### src/hdl/emrs_pkg.sv
// Shared types and constants for the extent map read splitter.
// No dependencies; emrs_ctrl, emrs_dp and the top level import this package.
package emrs_pkg;

  localparam int MAX_EXTENTS_DEF = 32;
  localparam int RESULT_LIMIT    = 32;
  localparam int K_W             = $clog2(RESULT_LIMIT);
  localparam int ADDR_W          = 48;
  localparam int LEN_W           = 32;
  localparam int BLK_W           = 39;
  localparam int BCNT_W          = 24;
  localparam int SKIP_W          = 16;
  localparam int SH_W            = 5;
  localparam int SH_MIN          = 9;
  localparam int SH_MAX          = 16;
  localparam int SH_RESET        = 12;
  localparam int CFG_IDX_W       = 1;
  localparam int CFG_DATA_W      = 48;

  typedef enum logic [1:0] {
    OP_APPEND = 2'd0,
    OP_READ   = 2'd1,
    OP_CLEAR  = 2'd2
  } opcode_t;

  typedef enum logic [CFG_IDX_W-1:0] {
    CFG_FILE_SIZE   = 1'b0,
    CFG_BLOCK_SHIFT = 1'b1
  } cfg_idx_t;

  typedef enum logic [3:0] {
    ST_IDLE,
    ST_APPEND,
    ST_CLIP1,
    ST_CLIP2,
    ST_FETCH,
    ST_LOCATE,
    ST_CHUNK,
    ST_CALC,
    ST_EMIT,
    ST_RESP
  } state_t;

  typedef struct packed {
    logic [1:0]        opcode;
    logic [ADDR_W-1:0] dev_start;
    logic [LEN_W-1:0]  ext_length;
    logic [ADDR_W-1:0] rd_offset;
    logic [LEN_W-1:0]  read_len;
  } req_t;

  typedef struct packed {
    logic              chunk_valid;
    logic [BLK_W-1:0]  first_block;
    logic [BCNT_W-1:0] block_count;
    logic [SKIP_W-1:0] skip_bytes;
    logic [LEN_W-1:0]  copy_bytes;
    logic [LEN_W-1:0]  dest_offset;
    logic [LEN_W-1:0]  total_bytes;
    logic              status;
    logic              last;
  } rsp_t;

  typedef struct packed {
    logic latch;
    logic clear;
    logic append;
    logic clip1;
    logic clip2;
    logic loc_step;
    logic chunk;
    logic calc;
    logic load_piece;
    logic load_rsp;
  } cmd_t;

  typedef struct packed {
    logic walk_end;
    logic loc_skip;
    logic piece_last;
  } sts_t;

endpackage

### src/hdl/emrs_req_if.sv
// Request channel of the extent map read splitter: valid/ready plus one item.
// Depends on nothing; widths match emrs_pkg.
interface emrs_req_if;
  logic        valid;
  logic        ready;
  logic [1:0]  opcode;
  logic [47:0] dev_start;
  logic [31:0] ext_length;
  logic [47:0] rd_offset;
  logic [31:0] read_len;

  modport source (output valid, opcode, dev_start, ext_length, rd_offset, read_len,
                  input ready);
  modport sink   (input valid, opcode, dev_start, ext_length, rd_offset, read_len,
                  output ready);
endinterface

### src/hdl/emrs_rsp_if.sv
// Result channel of the extent map read splitter: valid/ready plus one result.
// Depends on nothing; widths match emrs_pkg.
interface emrs_rsp_if;
  logic        valid;
  logic        ready;
  logic        chunk_valid;
  logic [38:0] first_block;
  logic [23:0] block_count;
  logic [15:0] skip_bytes;
  logic [31:0] copy_bytes;
  logic [31:0] dest_offset;
  logic [31:0] total_bytes;
  logic        status;
  logic        last;

  modport source (output valid, chunk_valid, first_block, block_count, skip_bytes,
                  copy_bytes, dest_offset, total_bytes, status, last,
                  input ready);
  modport sink   (input valid, chunk_valid, first_block, block_count, skip_bytes,
                  copy_bytes, dest_offset, total_bytes, status, last,
                  output ready);
endinterface

### src/hdl/emrs_ctrl.sv
// Controller of the extent map read splitter: sequences append, clear and the
// read walk over the extent table. Depends on emrs_pkg.
module emrs_ctrl (
  input  logic          clk,
  input  logic          rst,
  input  logic          req_valid,
  input  logic [1:0]    req_opcode,
  output logic          req_ready,
  output logic          rsp_valid,
  input  logic          rsp_ready,
  output emrs_pkg::cmd_t cmd,
  input  emrs_pkg::sts_t sts
);
  import emrs_pkg::*;

  state_t state, state_next;
  logic   locating, locating_next;
  logic   out_free;

  assign out_free = !rsp_valid || rsp_ready;

  always_ff @(posedge clk) begin
    if (rst) begin
      state     <= ST_IDLE;
      locating  <= 1'b0;
      rsp_valid <= 1'b0;
    end else begin
      state    <= state_next;
      locating <= locating_next;
      if (cmd.load_piece || cmd.load_rsp) begin
        rsp_valid <= 1'b1;
      end else if (rsp_ready) begin
        rsp_valid <= 1'b0;
      end
    end
  end

  always_comb begin
    state_next    = state;
    locating_next = locating;
    cmd           = '0;
    req_ready     = 1'b0;
    unique case (state)
      ST_IDLE: begin
        req_ready = 1'b1;
        if (req_valid) begin
          cmd.latch = 1'b1;
          unique case (req_opcode)
            OP_APPEND: state_next = ST_APPEND;
            OP_READ:   state_next = ST_CLIP1;
            OP_CLEAR: begin
              cmd.clear  = 1'b1;
              state_next = ST_RESP;
            end
            default:   state_next = ST_RESP;
          endcase
        end
      end
      ST_APPEND: begin
        cmd.append = 1'b1;
        state_next = ST_RESP;
      end
      ST_CLIP1: begin
        cmd.clip1  = 1'b1;
        state_next = ST_CLIP2;
      end
      ST_CLIP2: begin
        cmd.clip2     = 1'b1;
        locating_next = 1'b1;
        state_next    = ST_FETCH;
      end
      // table entry is read during this state
      ST_FETCH: begin
        if (sts.walk_end) begin
          state_next = ST_RESP;
        end else if (locating) begin
          state_next = ST_LOCATE;
        end else begin
          state_next = ST_CHUNK;
        end
      end
      ST_LOCATE: begin
        if (sts.loc_skip) begin
          cmd.loc_step = 1'b1;
          state_next   = ST_FETCH;
        end else begin
          locating_next = 1'b0;
          state_next    = ST_CHUNK;
        end
      end
      ST_CHUNK: begin
        cmd.chunk  = 1'b1;
        state_next = ST_CALC;
      end
      ST_CALC: begin
        cmd.calc   = 1'b1;
        state_next = ST_EMIT;
      end
      ST_EMIT: begin
        if (out_free) begin
          cmd.load_piece = 1'b1;
          state_next     = sts.piece_last ? ST_IDLE : ST_FETCH;
        end
      end
      ST_RESP: begin
        if (out_free) begin
          cmd.load_rsp = 1'b1;
          state_next   = ST_IDLE;
        end
      end
      default: state_next = ST_IDLE;
    endcase
  end

endmodule

### src/hdl/emrs_dp.sv
// Datapath of the extent map read splitter: config registers, extent table
// memory, read clipping, piece arithmetic and the result register. Depends on emrs_pkg.
module emrs_dp #(
  parameter int MAX_EXTENTS = emrs_pkg::MAX_EXTENTS_DEF
) (
  input  logic                             clk,
  input  logic                             rst,
  input  logic                             cfg_we,
  input  logic [emrs_pkg::CFG_IDX_W-1:0]   cfg_index,
  input  logic [emrs_pkg::CFG_DATA_W-1:0]  cfg_data,
  input  emrs_pkg::req_t                   req_data,
  output emrs_pkg::rsp_t                   rsp_data,
  input  emrs_pkg::cmd_t                   cmd,
  output emrs_pkg::sts_t                   sts
);
  import emrs_pkg::*;

  localparam int CNT_W = $clog2(MAX_EXTENTS + 1);
  localparam int IDX_W = (MAX_EXTENTS > 1) ? $clog2(MAX_EXTENTS) : 1;

  typedef struct packed {
    logic [ADDR_W-1:0] base;
    logic [LEN_W-1:0]  size;
  } ext_t;

  ext_t mem [MAX_EXTENTS];
  ext_t q;

  logic [ADDR_W-1:0] file_size;
  logic [SH_W-1:0]   block_shift;
  logic [CNT_W-1:0]  count;
  logic [CNT_W-1:0]  idx;
  logic [K_W-1:0]    k;

  logic [ADDR_W-1:0] dev_start_r;
  logic [LEN_W-1:0]  ext_len_r;
  logic [ADDR_W-1:0] off;
  logic [LEN_W-1:0]  len;
  logic [ADDR_W-1:0] diff;
  logic              past;
  logic [LEN_W-1:0]  remain;
  logic [LEN_W-1:0]  done;
  logic [LEN_W-1:0]  dest;
  logic [LEN_W-1:0]  chunk;
  logic [ADDR_W-1:0] dev;
  logic [LEN_W:0]    cnt_sum;
  logic              st;

  logic [SH_W-1:0]   sh;
  logic [SKIP_W-1:0] bmask;
  logic [SKIP_W-1:0] skip;
  logic [LEN_W-1:0]  avail;
  logic [LEN_W-1:0]  chunk_next;
  logic [LEN_W-1:0]  remain_clip;
  logic [CNT_W:0]    idx_inc;
  logic              has_room;

  // clamp the block shift to the supported block sizes
  always_comb begin
    if (block_shift < SH_W'(SH_MIN)) begin
      sh = SH_W'(SH_MIN);
    end else if (block_shift > SH_W'(SH_MAX)) begin
      sh = SH_W'(SH_MAX);
    end else begin
      sh = block_shift;
    end
  end

  assign bmask    = SKIP_W'((17'd1 << sh) - 17'd1);
  assign skip     = dev[SKIP_W-1:0] & bmask;
  assign avail    = q.size - off[LEN_W-1:0];
  assign chunk_next = (avail > remain) ? remain : avail;
  assign remain_clip = past ? '0 :
                       ((diff > {{(ADDR_W-LEN_W){1'b0}}, len}) ? len : diff[LEN_W-1:0]);
  assign idx_inc  = {1'b0, idx} + (CNT_W+1)'(1);
  assign has_room = count < CNT_W'(MAX_EXTENTS);

  assign sts.walk_end   = (remain == '0) || (idx >= count);
  assign sts.loc_skip   = off >= {{(ADDR_W-LEN_W){1'b0}}, q.size};
  assign sts.piece_last = (remain == '0) || (idx_inc >= {1'b0, count}) ||
                          (k == K_W'(RESULT_LIMIT - 1));

  always_ff @(posedge clk) begin
    if (rst) begin
      file_size   <= '0;
      block_shift <= SH_W'(SH_RESET);
    end else if (cfg_we) begin
      unique case (cfg_idx_t'(cfg_index))
        CFG_FILE_SIZE:   file_size   <= cfg_data[ADDR_W-1:0];
        CFG_BLOCK_SHIFT: block_shift <= cfg_data[SH_W-1:0];
      endcase
    end
  end

  always_ff @(posedge clk) begin
    if (rst) begin
      count <= '0;
    end else if (cmd.clear) begin
      count <= '0;
    end else if (cmd.append && ext_len_r != '0 && has_room) begin
      count <= count + CNT_W'(1);
    end
  end

  // extent table: one write port, one registered read port
  always_ff @(posedge clk) begin
    if (cmd.append && ext_len_r != '0 && has_room) begin
      mem[count[IDX_W-1:0]] <= '{base: dev_start_r, size: ext_len_r};
    end
    q <= mem[idx[IDX_W-1:0]];
  end

  always_ff @(posedge clk) begin
    if (cmd.latch) begin
      dev_start_r <= req_data.dev_start;
      ext_len_r   <= req_data.ext_length;
      off         <= req_data.rd_offset;
      len         <= req_data.read_len;
      st          <= 1'b0;
    end
    if (cmd.append) begin
      st <= (ext_len_r != '0) && !has_room;
    end
    if (cmd.clip1) begin
      diff <= file_size - off;
      past <= off >= file_size;
    end
    if (cmd.clip2) begin
      remain <= remain_clip;
      idx    <= '0;
      k      <= '0;
      done   <= '0;
    end
    // skip whole extents that lie before the start offset
    if (cmd.loc_step) begin
      off <= off - {{(ADDR_W-LEN_W){1'b0}}, q.size};
      idx <= idx_inc[CNT_W-1:0];
    end
    if (cmd.chunk) begin
      chunk <= chunk_next;
      dev   <= q.base + off;
    end
    if (cmd.calc) begin
      remain  <= remain - chunk;
      dest    <= done;
      done    <= done + chunk;
      cnt_sum <= (LEN_W+1)'(skip) + (LEN_W+1)'(chunk) + (LEN_W+1)'(bmask);
    end
    if (cmd.load_piece) begin
      rsp_data.chunk_valid <= 1'b1;
      rsp_data.first_block <= BLK_W'(dev >> sh);
      rsp_data.block_count <= BCNT_W'(cnt_sum >> sh);
      rsp_data.skip_bytes  <= skip;
      rsp_data.copy_bytes  <= chunk;
      rsp_data.dest_offset <= dest;
      rsp_data.total_bytes <= sts.piece_last ? done : '0;
      rsp_data.status      <= 1'b0;
      rsp_data.last        <= sts.piece_last;
      idx <= idx_inc[CNT_W-1:0];
      k   <= k + K_W'(1);
      off <= '0;
    end
    if (cmd.load_rsp) begin
      rsp_data <= '{chunk_valid: 1'b0,
                    first_block: '0,
                    block_count: '0,
                    skip_bytes:  '0,
                    copy_bytes:  '0,
                    dest_offset: '0,
                    total_bytes: '0,
                    status:      st,
                    last:        1'b1};
    end
  end

endmodule

### src/hdl/extent_map_read_splitter.sv
// Extent map read splitter. An append, a clear or a reserved opcode is accepted
// and leads to a single result in the output register. A read is sequenced over
// the extent table: setup (accept, then two steps to clip the length), a test of
// the start extent, a table read and test for each extent skipped before the
// start offset, and for each emitted piece a table read, chunk size, block
// arithmetic and load. A read is bounded by the table depth MAX_EXTENTS and 32
// pieces; a result that waits for ready stalls the walk. One item is worked at
// a time; a new item is taken while the last result still waits in the output
// register.
// Configuration is a plain write port and must only be written while idle.
// Depends on emrs_pkg, emrs_req_if, emrs_rsp_if, emrs_ctrl and emrs_dp.
module extent_map_read_splitter #(
  parameter int MAX_EXTENTS = emrs_pkg::MAX_EXTENTS_DEF
) (
  input  logic                            clk,
  input  logic                            rst,
  input  logic                            cfg_we,
  input  logic [emrs_pkg::CFG_IDX_W-1:0]  cfg_index,
  input  logic [emrs_pkg::CFG_DATA_W-1:0] cfg_data,
  emrs_req_if.sink                        req,
  emrs_rsp_if.source                      rsp
);
  import emrs_pkg::*;

  cmd_t cmd;
  sts_t sts;
  req_t req_data;
  rsp_t rsp_data;

  assign req_data = '{opcode:      req.opcode,
                      dev_start:   req.dev_start,
                      ext_length:  req.ext_length,
                      rd_offset:   req.rd_offset,
                      read_len:    req.read_len};

  assign rsp.chunk_valid = rsp_data.chunk_valid;
  assign rsp.first_block = rsp_data.first_block;
  assign rsp.block_count = rsp_data.block_count;
  assign rsp.skip_bytes  = rsp_data.skip_bytes;
  assign rsp.copy_bytes  = rsp_data.copy_bytes;
  assign rsp.dest_offset = rsp_data.dest_offset;
  assign rsp.total_bytes = rsp_data.total_bytes;
  assign rsp.status      = rsp_data.status;
  assign rsp.last        = rsp_data.last;

  emrs_ctrl u_ctrl (
    .clk        (clk),
    .rst        (rst),
    .req_valid  (req.valid),
    .req_opcode (req.opcode),
    .req_ready  (req.ready),
    .rsp_valid  (rsp.valid),
    .rsp_ready  (rsp.ready),
    .cmd        (cmd),
    .sts        (sts)
  );

  emrs_dp #(
    .MAX_EXTENTS (MAX_EXTENTS)
  ) u_dp (
    .clk       (clk),
    .rst       (rst),
    .cfg_we    (cfg_we),
    .cfg_index (cfg_index),
    .cfg_data  (cfg_data),
    .req_data  (req_data),
    .rsp_data  (rsp_data),
    .cmd       (cmd),
    .sts       (sts)
  );

endmodule

### src/flat_wrapper.sv
// flat-port wrapper written by rule: the top's interface ports become plain ports
module extent_map_read_splitter_flat import emrs_pkg::*;
#(
  parameter int MAX_EXTENTS = emrs_pkg::MAX_EXTENTS_DEF
)
  (clk, rst, cfg_we, cfg_index, cfg_data, req_valid, req_opcode, req_dev_start, req_ext_length, req_rd_offset, req_read_len, req_ready, rsp_valid, rsp_chunk_valid, rsp_first_block, rsp_block_count, rsp_skip_bytes, rsp_copy_bytes, rsp_dest_offset, rsp_total_bytes, rsp_status, rsp_last, rsp_ready);
  emrs_req_if req_i ();
  emrs_rsp_if rsp_i ();
  input  logic clk;
  input  logic rst;
  input  logic cfg_we;
  input  logic [emrs_pkg::CFG_IDX_W-1:0] cfg_index;
  input  logic [emrs_pkg::CFG_DATA_W-1:0] cfg_data;
  input wire logic [$bits(req_i.valid)-1:0] req_valid;
  input wire logic [$bits(req_i.opcode)-1:0] req_opcode;
  input wire logic [$bits(req_i.dev_start)-1:0] req_dev_start;
  input wire logic [$bits(req_i.ext_length)-1:0] req_ext_length;
  input wire logic [$bits(req_i.rd_offset)-1:0] req_rd_offset;
  input wire logic [$bits(req_i.read_len)-1:0] req_read_len;
  output wire logic [$bits(req_i.ready)-1:0] req_ready;
  output wire logic [$bits(rsp_i.valid)-1:0] rsp_valid;
  output wire logic [$bits(rsp_i.chunk_valid)-1:0] rsp_chunk_valid;
  output wire logic [$bits(rsp_i.first_block)-1:0] rsp_first_block;
  output wire logic [$bits(rsp_i.block_count)-1:0] rsp_block_count;
  output wire logic [$bits(rsp_i.skip_bytes)-1:0] rsp_skip_bytes;
  output wire logic [$bits(rsp_i.copy_bytes)-1:0] rsp_copy_bytes;
  output wire logic [$bits(rsp_i.dest_offset)-1:0] rsp_dest_offset;
  output wire logic [$bits(rsp_i.total_bytes)-1:0] rsp_total_bytes;
  output wire logic [$bits(rsp_i.status)-1:0] rsp_status;
  output wire logic [$bits(rsp_i.last)-1:0] rsp_last;
  input wire logic [$bits(rsp_i.ready)-1:0] rsp_ready;
  assign req_i.valid = req_valid;
  assign req_i.opcode = req_opcode;
  assign req_i.dev_start = req_dev_start;
  assign req_i.ext_length = req_ext_length;
  assign req_i.rd_offset = req_rd_offset;
  assign req_i.read_len = req_read_len;
  assign req_ready = req_i.ready;
  assign rsp_valid = rsp_i.valid;
  assign rsp_chunk_valid = rsp_i.chunk_valid;
  assign rsp_first_block = rsp_i.first_block;
  assign rsp_block_count = rsp_i.block_count;
  assign rsp_skip_bytes = rsp_i.skip_bytes;
  assign rsp_copy_bytes = rsp_i.copy_bytes;
  assign rsp_dest_offset = rsp_i.dest_offset;
  assign rsp_total_bytes = rsp_i.total_bytes;
  assign rsp_status = rsp_i.status;
  assign rsp_last = rsp_i.last;
  assign rsp_i.ready = rsp_ready;
  extent_map_read_splitter #(.MAX_EXTENTS(MAX_EXTENTS)) u_core (.clk(clk), .rst(rst), .cfg_we(cfg_we), .cfg_index(cfg_index), .cfg_data(cfg_data), .req(req_i), .rsp(rsp_i));
endmodule
### config.mk
export PLATFORM = sky130hd
export DESIGN_NAME = extent_map_read_splitter_flat
export DESIGN_NICKNAME = d
export VERILOG_FILES = /design/src/hdl/emrs_pkg.sv /design/src/hdl/emrs_req_if.sv /design/src/hdl/emrs_rsp_if.sv /design/src/hdl/emrs_ctrl.sv /design/src/hdl/emrs_dp.sv /design/src/hdl/extent_map_read_splitter.sv /design/src/flat_wrapper.sv
export SDC_FILE = /design/constraint.sdc
export NUM_CORES = 2
export LEC_CHECK = 0
export ABC_AREA = 0
export ABC_CLOCK_PERIOD_IN_PS = 16750
export BUFFER_PORTS_ARGS = -buffer_cell sky130_fd_sc_hd__buf_2
export CAP_MARGIN = 20
export CORE_UTILIZATION = 57
export DETAILED_ROUTE_END_ITERATION = 10
export GPL_TIMING_DRIVEN = 0
export PLACE_DENSITY = 0.8
export SKIP_LAST_GASP = 1
export SLEW_MARGIN = 40
export SYNTH_ARGS = -nofsm -noshare
export SYNTH_HDL_FRONTEND = slang
export SYNTH_SLANG_ARGS = --single-unit
export TNS_END_PERCENT = 20
### constraint.sdc
create_clock -name clk -period 16.75 [get_ports clk]
set_input_delay 3.35 -clock clk [delete_from_list [all_inputs] [get_ports clk]]
set_output_delay 3.35 -clock clk [all_outputs]
set_load 0.02 [all_outputs]
==> results.md <==
- Critical path depth: 22
- Fillers: 14800
- IO Pins: 396
- Clk_lat worst skew: 1.02 ns
- Buffers added on ports: 394
- Worst-margin pin slew: ~1.1 ns
- RSZ-0062 raised after global routing: no
- Critical path class: reg2reg
- Register clock-pin slew on the reported worst setup and hold paths: 0.06 ns
- Remaining DRCs: 2
- Die H: 495 microns
- Static leakage: 56.6 nW
- Critical-path maximum fanout: 10
- Final Critical Period: 6.93 ns
- Multi-input logic area: between 40000 and 50000 sq um
- Max Slew Vio Count: 0
- Clock skew: ~0.08 ns
- Met3 WL: about 65000 microns
- Post-Syn Area: around 140000 sq um
- Die W: 495 microns
- Worst slew margin: ~28%
- Pwr dens: 135 nW/um^2
- Yosys warning total: 0
- Arr. time, crit path: roughly 7.6 ns
- Critical Path Start Type: register
- Worst path bufs/invs: 2
- Cells on worst reg2reg path: 22
- Iter 0 DRT Violations: 15300
- Setup violators final: 0
- CTS Buf Count: 339
- Vias: 90600
- Layout Area Growth over Synthesis: 17.0%
- Hold-fix buffers, CTS: 0
- CTS Sinks: 3304
- CP Data Required Time: 17.46 ns
- WHS: 0.447 ns
- Setup crit end kind: register
- Detailed placer's ending HPWL: 329000 microns
- Final net count: ~9700
- Most frequent cells in the layout: 2934 x edfxtp_1, 800 x mux4_2, 506 x nand2_1
- Ys flop type: edfxtp_1
- CP max stage cell: a2111oi_1
- Final Non-Filler Cells: between 10000 and 15000
- First-pass GRT wire length: slightly below 700000 microns
- Final worst slack: 9.82 ns
- Max-cap violations: 0
- Met2 wire len: ~240000 microns
- Mux share of post-synthesis cell area: 14.8%
- Final Hold Fails: 0
- CP delay by family, top: compound AO/OA/AOI/OAI gates
- Total Routed Length: 511000 microns
- Compound-Gate Fraction of Synth Area: 5.49%
- Setup_tns: 0 ns
- Synth cell types: 78
- # resized after CTS: 0
- Placer congestion estimate: 0.995
- Register area: 95500 sq um
- H-Tree Depth: 5
- Antenna viol nets, final: 0
- Failing checks: design-rule violations
- Most used cell along the critical path: o21ai_0
- GRT Total Usage: 40.1%
- Largest net degree at the start of global routing: 37
- EDFF count, synth: 2934
- Total iterations of the first detailed-routing run: 11
- Row count: 180
- Slowest stage delay, CP: 0.65 ns
- Commonest non-fill, non-tap cell in the layout: edfxtp_1
- Die area: 245000 sq um
- Worst ir drop on vdd: 0.139 mV
- Status: complete, but fails checks
- Post-Syn Instances: 8062
- Wire length on met1: 161000 microns
- Adder-cell share of the synthesized area: 3.23%
- Peak Freq: roughly 140 MHz
- DR vias/cell: 7.18
- Core area: 241000 sq um
- CTS tree: yes
- Antenna violations before repair: 51
- Depth of the worst hold-timing path: 2
- Path type of the worst min-delay path: reg2reg
- #FFs+latches synth: 3304
- Dpl cells: between 10000 and 15000
- Root buffer cell: clkbuf_16
- Critical path cell sequence: inv_1, fa_1, a21o_1, a21oi_1, o21bai_1, a2111oi_1, o31a_1, o21ai_0, o21ai_0, xnor2_1, ha_1, a21oi_1, nor2b_1, o21ai_0, nand2b_1, a21oi_1, nor2b_1, o21ai_0, nand2_1, o21ai_1, clkbuf_1, mux2_2
- WL per Instance: between 40 and 50 microns
- Main combinational cell family by area after synthesis: multiplexers
- CTS Buffer Depth: 4
- Final worst-path cycle share: 41.4%
- Post-synthesis simple-gate area fraction: 4.17%
- FFs w/ async S/R, synth: 0%
- Sequential share of the synthesized area: 69.1%
- Setup bufs post-CTS: 0
- Vias in the first global route: 86500
- Synth Area in XOR/XNOR: roughly 1.4%
- Remaining global-route overflow: 0
- Share of cells above drive strength 1: approximately a quarter
- Pre-CTS WS: 9.91 ns
- Average cell area after synthesis: 17.2 sq um
- Starting Density: 57.4%
- DR top layer: met5
Yosys cell counts, drive strengths merged (42+ instances only):
library cell / number / area, sq um
a21oi: 408 / 2040
xnor2: 148 / 1300
mux2: 111 / 1250
nor3: 61 / 310
edfxtp: 2934 / 88100
xor2: 77 / 674
o21ai: 231 / 1160
ha: 320 / 4000
nor2: 338 / 1270
a21o: 131 / 983
dfxtp: 370 / 7410
mux4: 800 / 18000
nand3: 79 / 395
clkbuf: 317 / 1190
nand2b: 42 / 263
nor2b: 54 / 338
nand4: 52 / 325
a22o: 55 / 482
buf: 60 / 239
o31ai: 61 / 458
inv: 296 / 1110
nand2: 507 / 1900
a211oi: 50 / 375
mux2i: 118 / 1180
kinds of logic after synthesis:
| family | after synthesis |
|---|---|
| buffers and inverters | 674 |
| adder cells (fa/ha/maj) | 343 |
| XOR/XNOR | 225 |
| other | 2 |
| AND/OR/NAND/NOR | 1276 |
| AO/OA/AOI/OAI | 1209 |
| multiplexers | 1029 |
| flip-flops | 3304 |
state kept, by name, indices dropped and copies added, names as in the netlist, 4 cells and up:
| register | cells |
|---|---|
| u_core.u_dp.len | 32 |
| u_core.u_dp.chunk | 32 |
| u_core.u_dp.file_size | 48 |
| u_core.u_dp.ext_len_r | 32 |
| u_core.u_dp.count | 6 |
| u_core.u_dp.diff | 48 |
| u_core.u_ctrl.state | 4 |
| u_core.u_dp.mem | 2560 |
| u_core.u_dp.cnt_sum | 24 |
| u_core.u_dp.q | 80 |
| u_core.u_dp.block_shift | 5 |
| u_core.u_dp.rsp_data | 178 |
| u_core.u_dp.remain | 32 |
| u_core.u_dp.dev | 48 |
| u_core.u_dp.dev_start_r | 48 |
| u_core.u_dp.dest | 32 |
| u_core.u_dp.off | 48 |
| u_core.u_dp.k | 5 |
| u_core.u_dp.idx | 6 |
| u_core.u_dp.done | 32 |
worst min-delay path, cell delays in order (launching register included):
cell and delay (ns):
dfxtp_1 0.32, nand2_1 0.04, o21ai_0 0.05
final timing paths:
| kind | start | endpoint | slack, ns |
|---|---|---|---|
| min | u_core.u_dp.rsp_data[55]$_SDFFE_PP0P_ | u_core.u_dp.rsp_data[55]$_SDFFE_PP0P_ | 0.45 |
| max | u_core.u_dp.off[1]$_SDFFE_PP0P_ | u_core.u_dp.chunk[8]$_DFFE_PN_ | 9.82 |
| min reg2reg | u_core.u_dp.rsp_data[55]$_SDFFE_PP0P_ | u_core.u_dp.rsp_data[55]$_SDFFE_PP0P_ | 0.45 |
| max reg2reg | u_core.u_dp.off[1]$_SDFFE_PP0P_ | u_core.u_dp.chunk[8]$_DFFE_PN_ | 9.82 |
metal layers:
metal | vias up | global-route usage [%]
met5 | - | 0
li1 | 34200 | -
met2 | 9364 | 63.9
met4 | 26 | 29.3
met3 | 2387 | 9.75
met1 | 44600 | 47.8
through the flow:
stage	power, mW	cell area [sq um]	util [%]
6_report	21.8	162000	67.2
5_1_grt	22.3	162000	67.2
4_1_cts	21.5	161000	66.8
3_5_place_dp	14.0	150000	62.3
3_3_place_gp	13.8	144000	59.9
2_1_floorplan	12.4	138000	-
power breakdown:
group	switching [mW]	internal (mW)
registers	0.425	9.46
logic	2.69	1.54
clock network	3.43	4.27
total	6.54	15.3
final cells by class:
cell class                      instances  share of cell area (%)
Inverter                              297                   0.690
Antenna cell                           35                  0.0541
Clock inverter                        155                   0.889
Sequential cell                      3304                    59.0
Tap cell                             3185                    2.46
Timing Repair Buffer                  732                    5.07
Buffer                                377                   0.999
Multi-Input combinational cell       4088                    25.1
Clock buffer                          439                    5.74
Power figures use the tool's default switching activity.
